==> src/sgcd_pkg.sv <==
// shared types for the signed gcd unit
package sgcd_pkg;

    // status of the current operand pair, from the shared datapath unit to the sequencer
    typedef struct packed {
        logic a_zero;
        logic b_zero;
        logic a_odd;
        logic b_odd;
        logic a_ge_b;
    } t_flags;

endpackage

==> src/sgcd_alu.sv <==
// shared compare and subtract unit for the gcd iteration
module sgcd_alu #(
    parameter int DATA_WIDTH = 32
) (
    input  logic [DATA_WIDTH-1:0] i_a,
    input  logic [DATA_WIDTH-1:0] i_b,
    output logic [DATA_WIDTH-1:0] o_diff,
    output sgcd_pkg::t_flags      o_flags
);
    import sgcd_pkg::*;

    logic                  w_ge;
    logic [DATA_WIDTH-1:0] w_lhs;
    logic [DATA_WIDTH-1:0] w_rhs;

    // larger minus smaller, so the difference is never negative
    assign w_ge   = (i_a >= i_b);
    assign w_lhs  = w_ge ? i_a : i_b;
    assign w_rhs  = w_ge ? i_b : i_a;
    assign o_diff = w_lhs - w_rhs;

    // operand status for the sequencer
    always_comb begin
        o_flags.a_zero = (i_a == '0);
        o_flags.b_zero = (i_b == '0);
        o_flags.a_odd  = i_a[0];
        o_flags.b_odd  = i_b[0];
        o_flags.a_ge_b = w_ge;
    end

endmodule

==> src/sgcd_core.sv <==
// binary gcd sequencer: operand registers, common power-of-two count, step control
module sgcd_core #(
    parameter int DATA_WIDTH = 32
) (
    input  logic                         i_clk,
    input  logic                         i_rst_n,
    input  logic                         i_start,
    input  logic signed [DATA_WIDTH-1:0] i_first,
    input  logic signed [DATA_WIDTH-1:0] i_second,
    input  logic                         i_take,
    output logic                         o_idle,
    output logic                         o_done,
    output logic [DATA_WIDTH-1:0]        o_result
);
    import sgcd_pkg::*;

    localparam int KW = $clog2(DATA_WIDTH);

    typedef enum logic [2:0] {
        S_IDLE = 3'b001,
        S_RUN  = 3'b010,
        S_DONE = 3'b100
    } t_state;

    t_state                r_state, n_state;
    logic [DATA_WIDTH-1:0] r_a, n_a;
    logic [DATA_WIDTH-1:0] r_b, n_b;
    logic [KW-1:0]         r_k, n_k;

    logic [DATA_WIDTH-1:0] w_diff;
    t_flags                w_flags;
    logic [DATA_WIDTH-1:0] w_mag_a;
    logic [DATA_WIDTH-1:0] w_mag_b;

    sgcd_alu #(
        .DATA_WIDTH(DATA_WIDTH)
    ) u_alu (
        .i_a    (r_a),
        .i_b    (r_b),
        .o_diff (w_diff),
        .o_flags(w_flags)
    );

    // operand magnitudes; the most negative value maps to 2^(W-1) as unsigned
    assign w_mag_a = i_first[DATA_WIDTH-1]  ? (~i_first + 1'b1)  : i_first;
    assign w_mag_b = i_second[DATA_WIDTH-1] ? (~i_second + 1'b1) : i_second;

    // one step of the binary gcd per cycle
    always_comb begin
        n_state = r_state;
        n_a     = r_a;
        n_b     = r_b;
        n_k     = r_k;
        unique case (r_state)
            S_IDLE: begin
                if (i_start) begin
                    n_a     = w_mag_a;
                    n_b     = w_mag_b;
                    n_k     = '0;
                    n_state = S_RUN;
                end
            end
            S_RUN: begin
                priority if (w_flags.a_zero) begin
                    n_a     = r_b << r_k;
                    n_state = S_DONE;
                end else if (w_flags.b_zero) begin
                    n_a     = r_a << r_k;
                    n_state = S_DONE;
                end else if (!w_flags.a_odd && !w_flags.b_odd) begin
                    n_a = r_a >> 1;
                    n_b = r_b >> 1;
                    n_k = r_k + 1'b1;
                end else if (!w_flags.a_odd) begin
                    n_a = r_a >> 1;
                end else if (!w_flags.b_odd) begin
                    n_b = r_b >> 1;
                end else if (w_flags.a_ge_b) begin
                    n_a = w_diff >> 1;
                end else begin
                    n_b = w_diff >> 1;
                end
            end
            S_DONE: begin
                if (i_take) begin
                    n_state = S_IDLE;
                end
            end
            default: begin
                n_state = S_IDLE;
            end
        endcase
    end

    // control state
    always_ff @(posedge i_clk) begin
        if (!i_rst_n) begin
            r_state <= S_IDLE;
        end else begin
            r_state <= n_state;
        end
    end

    // operand registers
    always_ff @(posedge i_clk) begin
        r_a <= n_a;
        r_b <= n_b;
        r_k <= n_k;
    end

    assign o_idle   = (r_state == S_IDLE);
    assign o_done   = (r_state == S_DONE);
    assign o_result = r_a;

endmodule

==> src/signed_gcd_unit.sv <==
// signed gcd unit: binary gcd of operand magnitudes over one shared compare/subtract unit
// the core runs a data-dependent number of binary gcd steps, then hands the result off
//   to the output register
// the unit holds one transaction at a time and accepts no new one until the core is idle
//   again after the result hand-off
// reset: synchronous active low, clears the sequencer and the output valid flag
module signed_gcd_unit #(
    parameter int DATA_WIDTH = 32
) (
    input  logic                         i_clk,
    input  logic                         i_rst_n,
    input  logic                         i_in_valid,
    output logic                         o_in_stall,
    input  logic signed [DATA_WIDTH-1:0] i_first_value,
    input  logic signed [DATA_WIDTH-1:0] i_second_value,
    output logic                         o_out_valid,
    input  logic                         i_out_stall,
    output logic [DATA_WIDTH-1:0]        o_divisor
);
    import sgcd_pkg::*;

    logic                  w_start;
    logic                  w_idle;
    logic                  w_done;
    logic                  w_take;
    logic [DATA_WIDTH-1:0] w_result;
    logic                  r_out_valid, n_out_valid;
    logic [DATA_WIDTH-1:0] r_divisor;

    // input transaction starts the core when it is idle
    assign o_in_stall = !w_idle;
    assign w_start    = i_in_valid && !o_in_stall;

    sgcd_core #(
        .DATA_WIDTH(DATA_WIDTH)
    ) u_core (
        .i_clk   (i_clk),
        .i_rst_n (i_rst_n),
        .i_start (w_start),
        .i_first (i_first_value),
        .i_second(i_second_value),
        .i_take  (w_take),
        .o_idle  (w_idle),
        .o_done  (w_done),
        .o_result(w_result)
    );

    // output register takes the result once it is free or being drained
    assign w_take = w_done && (!r_out_valid || !i_out_stall);

    always_comb begin
        n_out_valid = r_out_valid;
        if (w_take) begin
            n_out_valid = 1'b1;
        end else if (r_out_valid && !i_out_stall) begin
            n_out_valid = 1'b0;
        end
    end

    always_ff @(posedge i_clk) begin
        if (!i_rst_n) begin
            r_out_valid <= 1'b0;
        end else begin
            r_out_valid <= n_out_valid;
        end
    end

    always_ff @(posedge i_clk) begin
        if (w_take) begin
            r_divisor <= w_result;
        end
    end

    assign o_out_valid = r_out_valid;
    assign o_divisor   = r_divisor;

    // a started transaction keeps the input stalled on the next cycle
    a_start_busy: assert property (@(posedge i_clk) disable iff (!i_rst_n)
        w_start |=> o_in_stall)
        else $error("core accepted a transaction but did not go busy");

    // the output register is loaded only from a finished core result
    a_load_from_done: assert property (@(posedge i_clk) disable iff (!i_rst_n)
        (n_out_valid && !r_out_valid) |-> w_done)
        else $error("output valid rose without a finished result");

    // handing off the result frees the core for the next transaction
    a_take_frees: assert property (@(posedge i_clk) disable iff (!i_rst_n)
        w_take |=> w_idle)
        else $error("core not idle after result hand-off");

    // the core never finishes while idle
    a_done_not_idle: assert property (@(posedge i_clk) disable iff (!i_rst_n)
        !(w_done && w_idle))
        else $error("core reports done and idle together");

endmodule
==> config.mk <==
export PLATFORM = sky130hd
export DESIGN_NAME = signed_gcd_unit
export DESIGN_NICKNAME = d
export VERILOG_FILES = /design/src/sgcd_pkg.sv /design/src/sgcd_alu.sv /design/src/sgcd_core.sv /design/src/signed_gcd_unit.sv
export SDC_FILE = /design/constraint.sdc
export NUM_CORES = 1
export LEC_CHECK = 0
export ABC_CLOCK_PERIOD_IN_PS = 17000
export BUFFER_PORTS_ARGS = -buffer_cell sky130_fd_sc_hd__buf_4
export CORE_ASPECT_RATIO = 0.8
export CORE_MARGIN = 4
export CORE_UTILIZATION = 30
export DETAILED_ROUTE_END_ITERATION = 8
export PLACE_DENSITY = 0.46
export RECOVER_POWER = 25
export SYNTH_ARGS = -nofsm -noshare
export SYNTH_HDL_FRONTEND = slang
export SYNTH_HIERARCHICAL = 1
export SYNTH_SLANG_ARGS = --single-unit
==> constraint.sdc <==
create_clock -name i_clk -period 17 [get_ports i_clk]
set_clock_uncertainty 0.15 [all_clocks]
set_input_delay 4.25 -clock i_clk [delete_from_list [all_inputs] [get_ports i_clk]]
set_output_delay 4.25 -clock i_clk [all_outputs]
set_load 0.01 [all_outputs]
==> results.txt, run 1 <==
The initial standard-cell utilization of the core is 30.38%. For hold timing, the worst endpoint is u_core/r_state[1]. The critical path is of the reg2reg type.

Yosys mapped the design onto 87 distinct sky130hd cell types. The area share of the largest cell type after synthesis is 23.10%. The worst setup path is captured at a flip-flop. Across the VDD grid, the largest voltage drop is 0.07930 mV. The standard-cell row count is 68. The final count of hold timing violations came out at 0. After synthesis, the cell types taking the most area are sky130_fd_sc_hd__edfxtp_1 (23%), sky130_fd_sc_hd__mux2i_1 (8.2%), sky130_fd_sc_hd__mux4_2 (7.7%). The total number of vias is about 13000. The number of resized instances in the post-cts repair step is 0.

TritonCTS built the clock tree. The via density per instance came out at approximately 6.3. The switching power total is between 0.0015 and 0.002 W.

The via count of the first global-routing pass was 12514. After global routing the overflow that remains totals 0. The remaining routing DRC violations is 0. For this run, the number of Yosys warnings is 6. The clock period minus worst slack is around 7.4 ns. In this run, the combinational gates consume between 70% and 80% of the power. No sink is reached through more buffers than the 2 on the longest clock path. The total of hold buffers inserted after clock tree synthesis came out at 0. The pre-CTS setup slack came out at 9.885 ns. The area growth from synthesis to final layout came out at 11.27%. The buffer count from post-CTS setup fixing came out at 0. The area of the die is 0.04719 sq mm.

The highest achievable clock rate came out at around 130 MHz. The mapped netlist covers ~0.013 sq mm. The critical path data arrival time came out at 7.38 ns. The first detailed-routing pass took 5 iterations.

The largest stage delay on the critical path came out at 1.05 ns. The total wire length after detailed routing came out at 57320 um. The number of cells on the worst hold path is 2. The number of antenna violations at the first check in global routing is 2.

In this run the most critical hold path is launched from u_core/r_state[1]. The number of flops mapped to enable cells by yosys is 101. The placeable core area is between 0.04 and 0.05 sq mm. The power per standard cell area is roughly 220 mW/mm^2.

The share of synthesized registers carrying an async set or reset is 0%. The clock network burns 6.7% of the power. The final layout net count came out at 1631. The tree is rooted in a sky130_fd_sc_hd__clkbuf_16. Leaving out fill and tap cells, the most frequent cells in the layout are sky130_fd_sc_hd__buf_4 (126), sky130_fd_sc_hd__nand2_1 (124), sky130_fd_sc_hd__mux2i_1 (107), sky130_fd_sc_hd__edfxtp_1 (101), sky130_fd_sc_hd__nor2_1 (92). The highest-delay cell along the critical path is sky130_fd_sc_hd__inv_1. The reported leakage power came out at 5.267 nW. In the final timing run, aggregate negative setup slack is 0 ns. Setup repair after global routing left no endpoint under its margin. The count of input and output buffers is ~100. The die extent in y is 195.1 um. At the later pin of the worst-skew pair, clock insertion delay measures 0.39 ns.

The peak fanout along the critical path is 38. The worst slew slack as a fraction of its limit came out at -89.79%. Entering global routing, the biggest net connects 75 pins. The worst setup slack after layout came out at 9.578 ns. Detailed placement ended at an HPWL of 42030 um. The signal on the critical path passes through clkbuf_1, ha_1, nand4_1, nor4_1, o221ai_1, a31oi_1, buf_4, nor2_1, inv_1, mux2_1, a2bb2oi_2, o211ai_1, a41o_1, a211o_1, a31oi_1, xnor2_1, mux2_2, a221oi_1, o211ai_1, o2111ai_1, a32oi_1. The TritonCTS buffer count came out at 9.

The run finished, with violations left. The buffer and inverter count on the worst path came out at 3. The worst setup path is launched from a flip-flop. The fraction of final layout cells with drive strength greater than 1 is 17.55%. Leaving out fill and tap cells, the most frequent cell in the layout is sky130_fd_sc_hd__buf_4. The final-report max-slew violation count came out at 124. The period utilization came out at 43.66%. Measured in cells, the most critical reg-to-reg path has a length of 21. When the netlist entered floorplanning its net count stood at ~1600. The number of instances in the synthesized netlist came out at 1495.

The average footprint of a synthesized cell came out at 8.782 sq um. The number of H-tree levels came out at 3. The number of placed I/O pins is a little over 100. The wire length per cell is between 20 and 30 um.

The internal power component is 0.001426 W. The clock sink total is 105. Grouping stages by cell kind, the critical path spends the most delay in compound AO/OA/AOI/OAI gates. The violation count after the first detailed-routing iteration is between 1500 and 2000.

The setup check on the worst reg-to-reg path leaves a slack of 9.58 ns. The floorplan step set the die width to 241.9 um. The register bit total from synthesis is 105.

Of the total power, the share spent switching nets is 56.43%. The max capacitance violation total is 4. The cell depth of the worst setup path is 21. After clock tree synthesis, the clock-pin slew on the worst setup and hold paths is 0.08 ns.

The required time reported for the critical path endpoint came out at 16.96 ns. The congestion estimate from routability-driven global placement came to 0.9725. The endpoint identified for the worst register-to-register timing path is u_core/o_result[27]. The worst register-to-register path begins at u_core/o_result[10]. The path category of the worst min-delay check is reg2reg. For the pin with the worst max-slew slack, the measured transition is 2.847 ns. The final count of negative-setup-slack endpoints came out at 0.

In this run the remaining antenna-violating nets after routing total 0. Among all flip-flop cells after synthesis, the most frequent one is sky130_fd_sc_hd__edfxtp_1. The overall routing resource usage is 23.27%.

The first global-routing pass estimated 84270 um of wire. The cell accounting for the most synthesized area is sky130_fd_sc_hd__edfxtp_1. The checks that failed: capacitance limit, slew limit. The sequential share of power came out at 18.7%. The part of the Yosys area used for sequential elements came out at 23.71%.
-- per-layer routing --
metal / up-vias / part of all wire, % / GRT usage, %
li1: 5888 / - / -
met1: 6496 / 44 / 32.56
met3: 101 / 9.0 / 5.340
met4: 0 / 3.2 / 7.372
met5: - / 0 / 0.5071
met2: 667 / 44 / 35.64
-- kinds of logic (layout without fill, tap and decap cells) --
family / Yosys count / count (layout) / synth area share (%)
xor gates and xnor gates: 90 / 90 / 6.004
buffers and inverters: 167 / 205 / 5.480
muxes: 210 / 210 / 20.85
DFF: 105 / 105 / 23.71
and+or+nand+nor: 443 / 443 / 17.14
AOI/OAI and AO/OA: 445 / 445 / 23.47
other: 0 / 1 / 0
adders and majority gates: 35 / 35 / 3.336
-- worst max-delay path by stage --
stage                              from  slack (ns)                   to
floorplan                   i_out_stall        9.31    u_core/r_state[1]
global placement      i_second_value[4]        9.90       u_core/r_b[25]
detailed placement    i_second_value[4]        9.88       u_core/r_b[25]
CTS                      u_core/r_b[25]       10.25  u_core/o_result[27]
global route        u_core/o_result[10]        9.28  u_core/o_result[27]
finish              u_core/o_result[10]        9.58  u_core/o_result[27]
-- worst min-delay path: stages, from the launching register on --
cell	delay, ns
sky130_fd_sc_hd__dfxtp_1	0.35
sky130_fd_sc_hd__a21oi_1	0.13
sky130_fd_sc_hd__nor2_1	0.05
-- per-stage QoR --
step                      util [%]  area, sq um  std cells  power, W  hold WS (ns)
final                        33.80        14610       2094  0.003272        0.4199
after detailed placement     33.25        14370       2077  0.002981        0.3965
after CTS                    33.92        14660       2093  0.003218        0.4075
after global placement       33.25        14370       2077  0.002992        0.3962
after global routing         33.79        14610       2093  0.003443        0.4369
after floorplan                  -        13130       1495  0.002194        0.3307
-- layout make-up --
class / count / area, sq um
clock buffer: 9 / 225.2
multi-input combinational: 1223 / 9324
fill: 4505 / 28610
clock inverter: 7 / 61.31
timing repair buffer: 140 / 998.5
antenna: 1 / 2.502
tap: 560 / 700.7
sequential: 105 / 3113
inverter: 49 / 183.9
-- synthesized netlist by cell type (all sizes together), types with 7 or more instances --
library cell,instances
ha,35
a21o,10
o31ai,26
a31oi,16
and2,7
xor2,53
xnor2,37
a21oi,83
a22oi,15
mux2,58
nor3,24
nor2,94
inv,47
a221o,7
a2bb2oi,8
o221ai,9
edfxtp,101
nand3,24
o41ai,10
nand4,14
clkbuf,60
mux4,45
buf,58
a32oi,8
and3,9
a211oi,38
or3,17
o21ai,84
nor2b,40
nor4,27
or4,9
or2,10
nand2,124
nand2b,23
o211ai,15
a311oi,7
a221oi,13
mux2i,107
o22ai,32
-- sequential cells by signal, indices dropped and copies added, names as in the netlist --
signal,count
u_core/r_state,3
u_core/r_k,5
o_out_valid,1
u_core/o_result,32
o_divisor,32
u_core/r_b,32
-- power groups by stage --
stage                     registers (W)  logic (W)  clock network (W)
after CTS                      0.000608    0.00238           0.000228
after detailed placement       0.000613    0.00237                  0
after floorplan                0.000519    0.00167                  0
after global routing           0.000622    0.00258           0.000236
after global placement         0.000615    0.00238                  0
final                          0.000613    0.00244           0.000220
Note: power is estimated with default switching activity, not from simulation.
==> run 2: changes to the inputs <==
- ABC_CLOCK_PERIOD_IN_PS: 17000 -> 7100
- clock period: 17 -> 7.1 ns (I/O delays scaled with it)
==> run 2 against run 1 <==
Against the previous run: the run still ends with capacitance limit, slew limit left; worst hold slack got worse by 0.030 ns; first-iteration DRC count down 7.0%; clock power up 140%; register-to-register slack got worse by 8.9 ns; worst setup slack worse by 8.9 ns; count of clock-buffer cells in the layout increased by 1; critical path depth did not move; largest cell class unchanged; highest routed layer unchanged.
==> results.txt, run 2 (same netlist as run 1, synthesis figures left out) <==
The switching power total is 0.004596 W (was 0.001846 W). The part of the total power dissipated in combinational logic came out at 76.8% (was 74.5%). The accumulated negative setup slack came to 0 ns (unchanged). The number of resized instances in the post-cts repair step came out at 0 (unchanged).

The hold slack came to 0.3901 ns (was 0.4199 ns). The worst setup slack after layout came to 0.6493 ns (was 9.578 ns). The number of iterations in the first detailed-routing pass is 6 (was 5). The initial standard-cell utilization of the core is 30.38% (unchanged). The wire length per cell is 29.34 um (was 27.37 um). The worst reg2reg path endpoint is u_core/o_result[27] (unchanged). The number of fill cells in the layout is 4530 (was 4505).

The depth of the most critical reg-to-reg path came out at 21 (unchanged). The TritonCTS buffer count was 9 (unchanged). The total number of vias came out at 13601 (was 13152). The max capacitance violation total is 5 (was 4). The reported leakage power was 5.334 nW (was 5.267 nW).

The startpoint-to-endpoint class of the critical path is reg2reg (unchanged). Ordered cell list for the critical path: clkbuf_1, ha_1, nand4_1, nor4_1, o221ai_1, a31oi_1, nor2_1, inv_2, buf_12, o22ai_1, a221oi_1, a21boi_0, nor2_1, a211o_1, a31oi_1, xnor2_1, mux2_2, a221oi_1, o211ai_1, o2111ai_1, a32oi_1 (was clkbuf_1, ha_1, nand4_1, nor4_1, o221ai_1, a31oi_1, buf_4, nor2_1, inv_1, mux2_1, a2bb2oi_2, o211ai_1, a41o_1, a211o_1, a31oi_1, xnor2_1, mux2_2, a221oi_1, o211ai_1, o2111ai_1, a32oi_1). The highest-delay cell along the critical path was sky130_fd_sc_hd__clkbuf_1 (was sky130_fd_sc_hd__inv_1). The aggregate global routing overflow came out at 0 (unchanged). The path category of the worst min-delay check is reg2reg (unchanged). The clock tree from TritonCTS is yes (unchanged). The detailed-placement wirelength estimate is 46320 um (was 42030 um).

The latest clock arrival within the worst-skew pair was 0.40 ns (was 0.39 ns). The area of the die came out at 0.04719 sq mm (unchanged). The worst slew slack as a fraction of its limit came out at -75.63% (was -89.79%).

The first-pass GRT wire length is 89910 um (was 84270 um). The clock network power share came to 6.6% (was 6.7%). The number of antenna violations at the first check in global routing came to 0 (was 2). The sequential share of power is 16.7% (was 18.7%). The register area is 0.003113 sq mm (unchanged). The beginning of the worst register-to-register path is u_core/o_result[11] (was u_core/o_result[10]). The fraction of final layout cells with drive strength greater than 1 is 17.53% (was 17.55%). The buffer count from post-CTS setup fixing came out at 0 (unchanged). The maximum count of clock buffers along a single path is 2 (unchanged). The peak fanout along the critical path came out at 37 (was 38). The end point of the most critical hold path is o_out_valid (was u_core/r_state[1]). Top library cells by usage in the layout, fill and taps aside: sky130_fd_sc_hd__buf_4 (129), sky130_fd_sc_hd__nand2_1 (124), sky130_fd_sc_hd__mux2i_1 (107), sky130_fd_sc_hd__edfxtp_1 (101), sky130_fd_sc_hd__nor2_1 (92) (was sky130_fd_sc_hd__buf_4 (126), sky130_fd_sc_hd__nand2_1 (124), sky130_fd_sc_hd__mux2i_1 (107), sky130_fd_sc_hd__edfxtp_1 (101), sky130_fd_sc_hd__nor2_1 (92)). The root buffer selected by CTS is sky130_fd_sc_hd__clkbuf_16 (unchanged). The number of placed I/O pins came to 102 (unchanged). The required time reported for the critical path endpoint came out at 7.00 ns (was 16.96 ns). The chip width is 241.9 um (unchanged). The placeable core area came out at 0.04322 sq mm (unchanged).

The total wire length after detailed routing is 62120 um (was 57320 um). The overall routing resource usage is 25.27% (was 23.27%). The post-route met1 wirelength is 27580 um (was 25090 um). The violation count after the first detailed-routing iteration is 1597 (was 1717). The highest achievable clock rate is 155.0 MHz (was 134.7 MHz). The worst-case register-to-register setup slack is 0.65 ns (was 9.58 ns). Violated checks: capacitance limit, slew limit (unchanged).

The total of hold buffers inserted after clock tree synthesis is 0 (unchanged). The multi-input logic area is 0.009310 sq mm (was 0.009324 sq mm). The pin slew with the least headroom to its limit came to 2.634 ns (was 2.847 ns). The via count of the first global-routing pass is 12908 (was 12514). The start point of the worst min-delay path is o_out_valid (was u_core/r_state[1]). The global placer's final weighted congestion was 0.9984 (was 0.9725). The highest metal layer with signal wires is met4 (unchanged).

The pre-CTS setup slack was 1.038 ns (was 9.885 ns). The die extent in y came out at 195.1 um (unchanged). The power per standard cell area is 549.0 mW/mm^2 (was 223.9 mW/mm^2). The kind of start point of the critical path was a flip-flop (unchanged). The net switching fraction of the power is 56.78% (was 56.43%). The internal power component came out at 0.003498 W (was 0.001426 W). The largest stage delay on the critical path is 0.64 ns (was 1.05 ns). The maximum number of pins on one net before global-route repair came out at 85 (was 75). Result of the run: finished with violations (unchanged). The endpoint kind of the worst setup timing path is a flip-flop (unchanged). The area growth from synthesis to final layout came out at 12.29% (was 11.27%). The period utilization came to 90.86% (was 43.66%). The via density per instance is 6.425 (was 6.281). The total met3 wirelength after detailed routing came to 5618 um (was 5144 um). The number of H-tree levels came out at 3 (unchanged). The final count of negative-setup-slack endpoints is 0 (unchanged). The met2 layer wire length in the routed design is 26790 um (was 25240 um). The final-report max-slew violation count came to 171 (was 124). The final count of hold timing violations is 0 (unchanged). The count of input and output buffers was 101 (unchanged). The final core utilization is 34.11% (was 33.80%).

The residual antenna-violating net count after detailed routing is 0 (unchanged). The clock period minus worst slack is 6.451 ns (was 7.422 ns). The most common cell after layout, fill and taps aside was sky130_fd_sc_hd__buf_4 (unchanged). Unrepaired setup endpoints after global routing: no (unchanged).

The post-detailed-placement cell area was 0.01459 sq mm (was 0.01437 sq mm). The remaining routing DRC violations came out at 0 (unchanged). The clock sink total is 105 (unchanged). The post-route cell area came out at 0.01474 sq mm (was 0.01461 sq mm). The final layout net count came out at 1655 (was 1631). The number of cells on the worst hold path was 2 (unchanged).

The post-CTS clock slew at the launch and capture registers of the worst setup and hold paths is 0.08 ns (about the same). The number of inserted diodes came out at 0 (was 1). The standard-cell row count is 68 (unchanged). The peak supply drop came to 0.1844 mV (was 0.07930 mV).

The critical path data arrival time is 6.35 ns (was 7.38 ns).
==> run 2: cell types whose count changed in the layout (fill, tap and decap cells not counted), sizes merged <==
| cell | change |
|---|---|
| clkbuf | +19 |
| buf | +6 |
| clkinv | -2 |
| inv | +2 |
| clkinvlp | -1 |
| diode | -1 |
==> run 2: layout make-up <==
cell class	instances	area share, %
inverters	49	1.248
flip-flops and latches	105	21.12
multi-input cells	1223	63.15
repair buffers	164	7.791
clock inverters	6	0.3904
well taps	560	4.753
clock buffers	10	1.553
==> run 2: routing by layer <==
metal	vias up	GRT usage (%)
met5	-	0
met4	0	8.446
met3	111	5.752
met2	771	37.73
met1	6787	36.02
li1	5932	-
==> run 2: how the worst max path moves through the flow <==
| stage | cells past startpoint | slack [ns] | start | to |
|---|---|---|---|---|
| after floorplan | 14 | 1.24 | u_core/o_result[8] | u_core/o_result[30] |
| after global placement | 22 | 1.02 | u_core/r_b[13] | u_core/o_result[29] |
| after detailed placement | 20 | 1.04 | u_core/r_b[13] | u_core/o_result[27] |
| after CTS | 20 | 1.02 | u_core/r_b[13] | u_core/o_result[27] |
| after global routing | 21 | 0.42 | u_core/o_result[11] | u_core/o_result[27] |
| final | 21 | 0.65 | u_core/o_result[11] | u_core/o_result[27] |
==> run 2: per-stage QoR <==
stage                     cells  total power (W)
final                      2117         0.008094
after global placement     2101         0.007455
after global routing       2117         0.008484
after floorplan            1495         0.005253
after detailed placement   2101         0.007380
after CTS                  2117         0.007947
==> run 2: worst max-delay path, delay by kind of cell, from the launching register on <==
kind	cells	cell delay (ns)
AO/OA/AOI/OAI	11	2.88
XOR/XNOR	1	0.13
adder cells (fa/ha/maj)	1	0.37
buffers and inverters	3	1.01
flip-flops	1	0.33
multiplexers	1	0.31
AND/OR/NAND/NOR	4	0.91
==> run 2: power by group through the flow <==
stage | sequential (W) | clock [W] | combinational, W
after global placement | 0.00134 | 0 | 0.00611
final | 0.00135 | 0.000531 | 0.00621
after detailed placement | 0.00135 | 0 | 0.00603
after CTS | 0.00134 | 0.000549 | 0.00606
after global routing | 0.00137 | 0.000577 | 0.00654
after floorplan | 0.00124 | 0 | 0.00401
